### src/design/mku_pkg.sv
// ----------------------------------------------------------------------------
// mku_pkg: shared types and constants for the mixed knapsack update engine
// Field widths, value saturation limit, sequencer states and the
// result bundle of the shared add/compare unit.
// ----------------------------------------------------------------------------
package mku_pkg;

    // Default table depth (largest budget held)
    localparam int MAX_CAPACITY_DEF = 1024;

    // Port field widths
    localparam int CAP_IN_W = 11;
    localparam int WEIGHT_W = 11;
    localparam int VALUE_W  = 16;
    localparam int COUNT_W  = 10;

    // Chunk weight width (one copy times up to 1023 copies) and chunk multiplier width
    localparam int CHUNK_W_W = WEIGHT_W + COUNT_W;
    localparam int KMUL_W    = WEIGHT_W;

    // Table entry width and saturation limit
    localparam int          BEST_W   = 26;
    localparam logic [25:0] BEST_MAX = 26'h3FF_FFFF;

    // Sequencer states
    typedef enum logic [3:0] {
        ST_CLEAR,
        ST_IDLE,
        ST_CHUNK,
        ST_MULT,
        ST_SETUP,
        ST_READ,
        ST_UPDATE,
        ST_RES_READ,
        ST_RES_OUT
    } mku_state_t;

    // Result of the shared add/compare unit
    typedef struct packed {
        logic              better;
        logic [BEST_W-1:0] value;
    } mku_alu_out_t;

endpackage

### src/design/mku_alu.sv
// ----------------------------------------------------------------------------
// mku_alu: shared saturating add and compare unit
// Forms candidate = lower entry + chunk value (saturated) and flags it
// when it beats the current entry.
// ----------------------------------------------------------------------------
module mku_alu (
    input  logic [mku_pkg::BEST_W-1:0] lower,
    input  logic                       lower_zero,
    input  logic [mku_pkg::BEST_W-1:0] current,
    input  logic [mku_pkg::BEST_W-1:0] gain,
    output mku_pkg::mku_alu_out_t      result
);

    logic [mku_pkg::BEST_W-1:0] lower_eff;
    logic [mku_pkg::BEST_W:0]   sum;
    logic [mku_pkg::BEST_W-1:0] cand;

    // Budget zero reads as zero value
    assign lower_eff = lower_zero ? '0 : lower;

    // Saturating add
    assign sum  = {1'b0, lower_eff} + {1'b0, gain};
    assign cand = sum[mku_pkg::BEST_W] ? mku_pkg::BEST_MAX : sum[mku_pkg::BEST_W-1:0];

    // Flag the candidate when it is strictly larger than the current entry
    always_comb
    begin
        result.value  = cand;
        result.better = (cand > current);
    end

endmodule

### config.mk
export PLATFORM = sky130hd
export DESIGN_NAME = mku_alu
export DESIGN_NICKNAME = d
export VERILOG_FILES = /design/src/design/mku_pkg.sv /design/src/design/mku_alu.sv
export SDC_FILE = /design/constraint.sdc
export NUM_CORES = 1
export LEC_CHECK = 0
export ABC_CLOCK_PERIOD_IN_PS = 5000
export BUFFER_PORTS_ARGS = -buffer_cell sky130_fd_sc_hd__buf_2
export CELL_PAD_IN_SITES_DETAIL_PLACEMENT = 2
export CELL_PAD_IN_SITES_GLOBAL_PLACEMENT = 2
export CORE_MARGIN = 1.5
export CORE_UTILIZATION = 26
export DETAILED_ROUTE_END_ITERATION = 6
export PLACE_DENSITY = 0.87
export SETUP_SLACK_MARGIN = 0.02
export SLEW_MARGIN = 20
export SYNTH_ARGS = -nofsm -noshare
export SYNTH_HDL_FRONTEND = slang
export SYNTH_SLANG_ARGS = --single-unit
export TNS_END_PERCENT = 100
### constraint.sdc
create_clock -name vclk -period 5
set_input_delay 0.5 -clock vclk [all_inputs]
set_output_delay 0.5 -clock vclk [all_outputs]
set_load 0.01 [all_outputs]
==> impl_metrics.json <==
{
  "status": "finished with violations",
  "failed_checks": "design-rule violations",
  "synth_top_cell_area_share": 0.2740,
  "maxCapViolations": 0,
  "worst_pin_slew_ps": 475.2,
  "grt_max_degree": 21,
  "ios": 106,
  "wirelength_mm": 9.545,
  "n_antenna_cell": 0,
  "regArea_sq_um": 0,
  "dieArea_sq_um": 9716,
  "first_iter_violations": 70,
  "slew_viol_final": 0,
  "die_w_um": 98.57,
  "initial_core_util": 0.2697,
  "drc": 2,
  "worstSetupStartpoint": "lower_zero",
  "flops_and_latches": 0,
  "grt_overflow": 0,
  "worstSetupPathType": "primary input to primary output",
  "grtUsageTotal": 0.1867,
  "final.setup.tns_ps": 0,
  "dr.pass1.iters": 7,
  "cp-endpoint": "result[26]",
  "period_share": 0.9598,
  "synth_cell_types": 44,
  "grt_pass1_wl_mm": 15.12,
  "relSlewSlack": 0.6799,
  "seq_area_frac_synth": 0,
  "place_congestion": 0.8411,
  "ir_drop_mv": 0.03071,
  "syn_avg_cell_area_sq_um": 6.864,
  "min_period_ps": 4799,
  "grt_pass1_vias": 3115,
  "drive_gt1_frac": 0.2826,
  "ant_nets": 0,
  "clkbuf_count": 0,
  "cp.arrival_ps": 4300,
  "finalHoldViolations": 0,
  "cp_max_fo": 20,
  "antenna_found_initial": 0,
  "fmax_mhz": 208.4,
  "ys_warn_count": 0,
  "vias_per_cell": 5.289,
  "power_mw": 0.4671,
  "hp-class": "primary input to primary output",
  "final-setup-viol-count": 0,
  "endpoint_kind": "primary output",
  "final_nets": 587,
  "wl_per_cell_um": 17.01,
  "p_leak_nw": 1.678,
  "vias": 2967,
  "finalHoldWorstSlack_ps": 1475,
  "power_density_nw_per_um2": 149.8,
  "dieHeight_um": 98.57,
  "syn_to_final_growth_pct": 31.30,
  "io_buffers": 106,
  "synth_nets": 478,
  "yosysTopAreaCell": "ha_1",
  "syn-cell-area_sq_um": 2375,
  "synth_cells": 346,
  "hpwl_mm": 8.438,
  "start_kind": "primary input",
  "rows": 34,
  "required_ps": 4500,
  "yosys-top-cells-area": "ha_1 (27%), nor2b_1 (8.4%), a21oi_1 (6.3%)",
  "core_sq_um": 8806
}
[stage by stage]
| stage | area, sq um | setup WS [ps] | instances | util |
|---|---|---|---|---|
| after floorplan | 2375 | 652.7 | 346 | - |
| after global placement | 3029 | 106.6 | 555 | 0.3440 |
| after detailed placement | 3029 | -72.65 | 555 | 0.3440 |
| after CTS | 3034 | 36.76 | 555 | 0.3446 |
| after global routing | 3118 | -5.487 | 561 | 0.3541 |
| final | 3118 | 201.2 | 561 | 0.3541 |
[report_power, final]
| part | leakage, nW | internal (mW) | switching (mW) |
|---|---|---|---|
| Sequential | 0 | 0 | 0 |
| Combinational | 1.68 | 0.201 | 0.266 |
| Clock | 0 | 0 | 0 |
| Total | 1.68 | 0.201 | 0.266 |
[area by class of cell]
type | instances | area, sq um
Fill cell | 1094 | 5688
Inverter | 34 | 127.6
Multi-Input combinational cell | 302 | 2236
Tap cell | 108 | 135.1
Timing Repair Buffer | 117 | 619.3
[worst max-delay path, cell delays in order]
cell       delay (ps)
buf_6             140
nor2b_2           130
ha_1              190
inv_1              70
fa_1              420
nor2b_4           190
o2111ai_4         150
a41oi_2           250
a211o_1           240
o21ai_4            90
o21a_4            250
nand2_1           120
ha_1              260
a21oi_1           170
nor2b_1            60
o21ai_0           160
o211ai_1          130
a221o_1           320
a211oi_1          240
nor2_1             70
buf_2             140
[cell usage in the layout (no fill, tap or decap), types with 8 or more instances in the layout]
cell type	netlist	routed
o21ai_0	26	26
nand2_1	36	36
xnor2_1	9	9
buf_4	2	11
a21o_1	19	19
nor2_1	14	14
xor2_1	10	10
buf_2	0	105
nand4_1	13	13
inv_1	34	34
nor2b_1	32	30
a21oi_1	30	30
nand2b_1	8	8
ha_1	52	52
[synthesized netlist by cell type (2+ instances only)]
| master | instances |
|---|---|
| nor2b_1 | 32 |
| a221o_1 | 3 |
| xor2_1 | 10 |
| o21bai_1 | 4 |
| a21o_1 | 19 |
| inv_1 | 34 |
| nand2_1 | 36 |
| a211oi_1 | 4 |
| o31ai_1 | 3 |
| and3_1 | 2 |
| o211ai_1 | 2 |
| and2_1 | 2 |
| and4_1 | 2 |
| nand3_1 | 4 |
| ha_1 | 52 |
| nor3_1 | 4 |
| a21oi_1 | 30 |
| nand2b_1 | 8 |
| a41oi_1 | 2 |
| mux2i_1 | 2 |
| a211o_1 | 2 |
| clkbuf_1 | 8 |
| nand4_1 | 13 |
| xnor2_1 | 9 |
| buf_4 | 2 |
| nor2_1 | 14 |
| o21ai_0 | 26 |
[layer usage]
metal  up-vias  share of wire  track usage
li1       1462              -            -
met5         -              0            0
met3        14          0.028     0.008511
met2        69           0.50       0.3371
met4         0          0.020      0.03187
met1      1422           0.45       0.2497
[worst min path at each step]
stage | from | end | cells past startpoint
after floorplan | gain[0] | result[0] | 2
after global routing | gain[0] | result[0] | 4
final | gain[0] | result[0] | 4
after detailed placement | gain[0] | result[0] | 4
after global placement | gain[0] | result[0] | 4
after CTS | gain[0] | result[0] | 4
[what timing repair did]
action                     in CTS  in global routing
resized for setup               2                  6
setup buffers                   0                  5
cloned                          0                  1
setup endpoints to repair       1                  1
hold buffers                    0                  0
pin swaps                       0                  3
[logic make-up after synthesis]
family,Yosys count,synth area share
AND/OR/NAND/NOR,117,0.2534
AO/OA/AOI/OAI,110,0.3082
adder cells (fa/ha/maj),53,0.2824
buffers and inverters,45,0.07745
XOR/XNOR,19,0.07007
multiplexers,2,0.008430
Power figures use the tool's default switching activity.
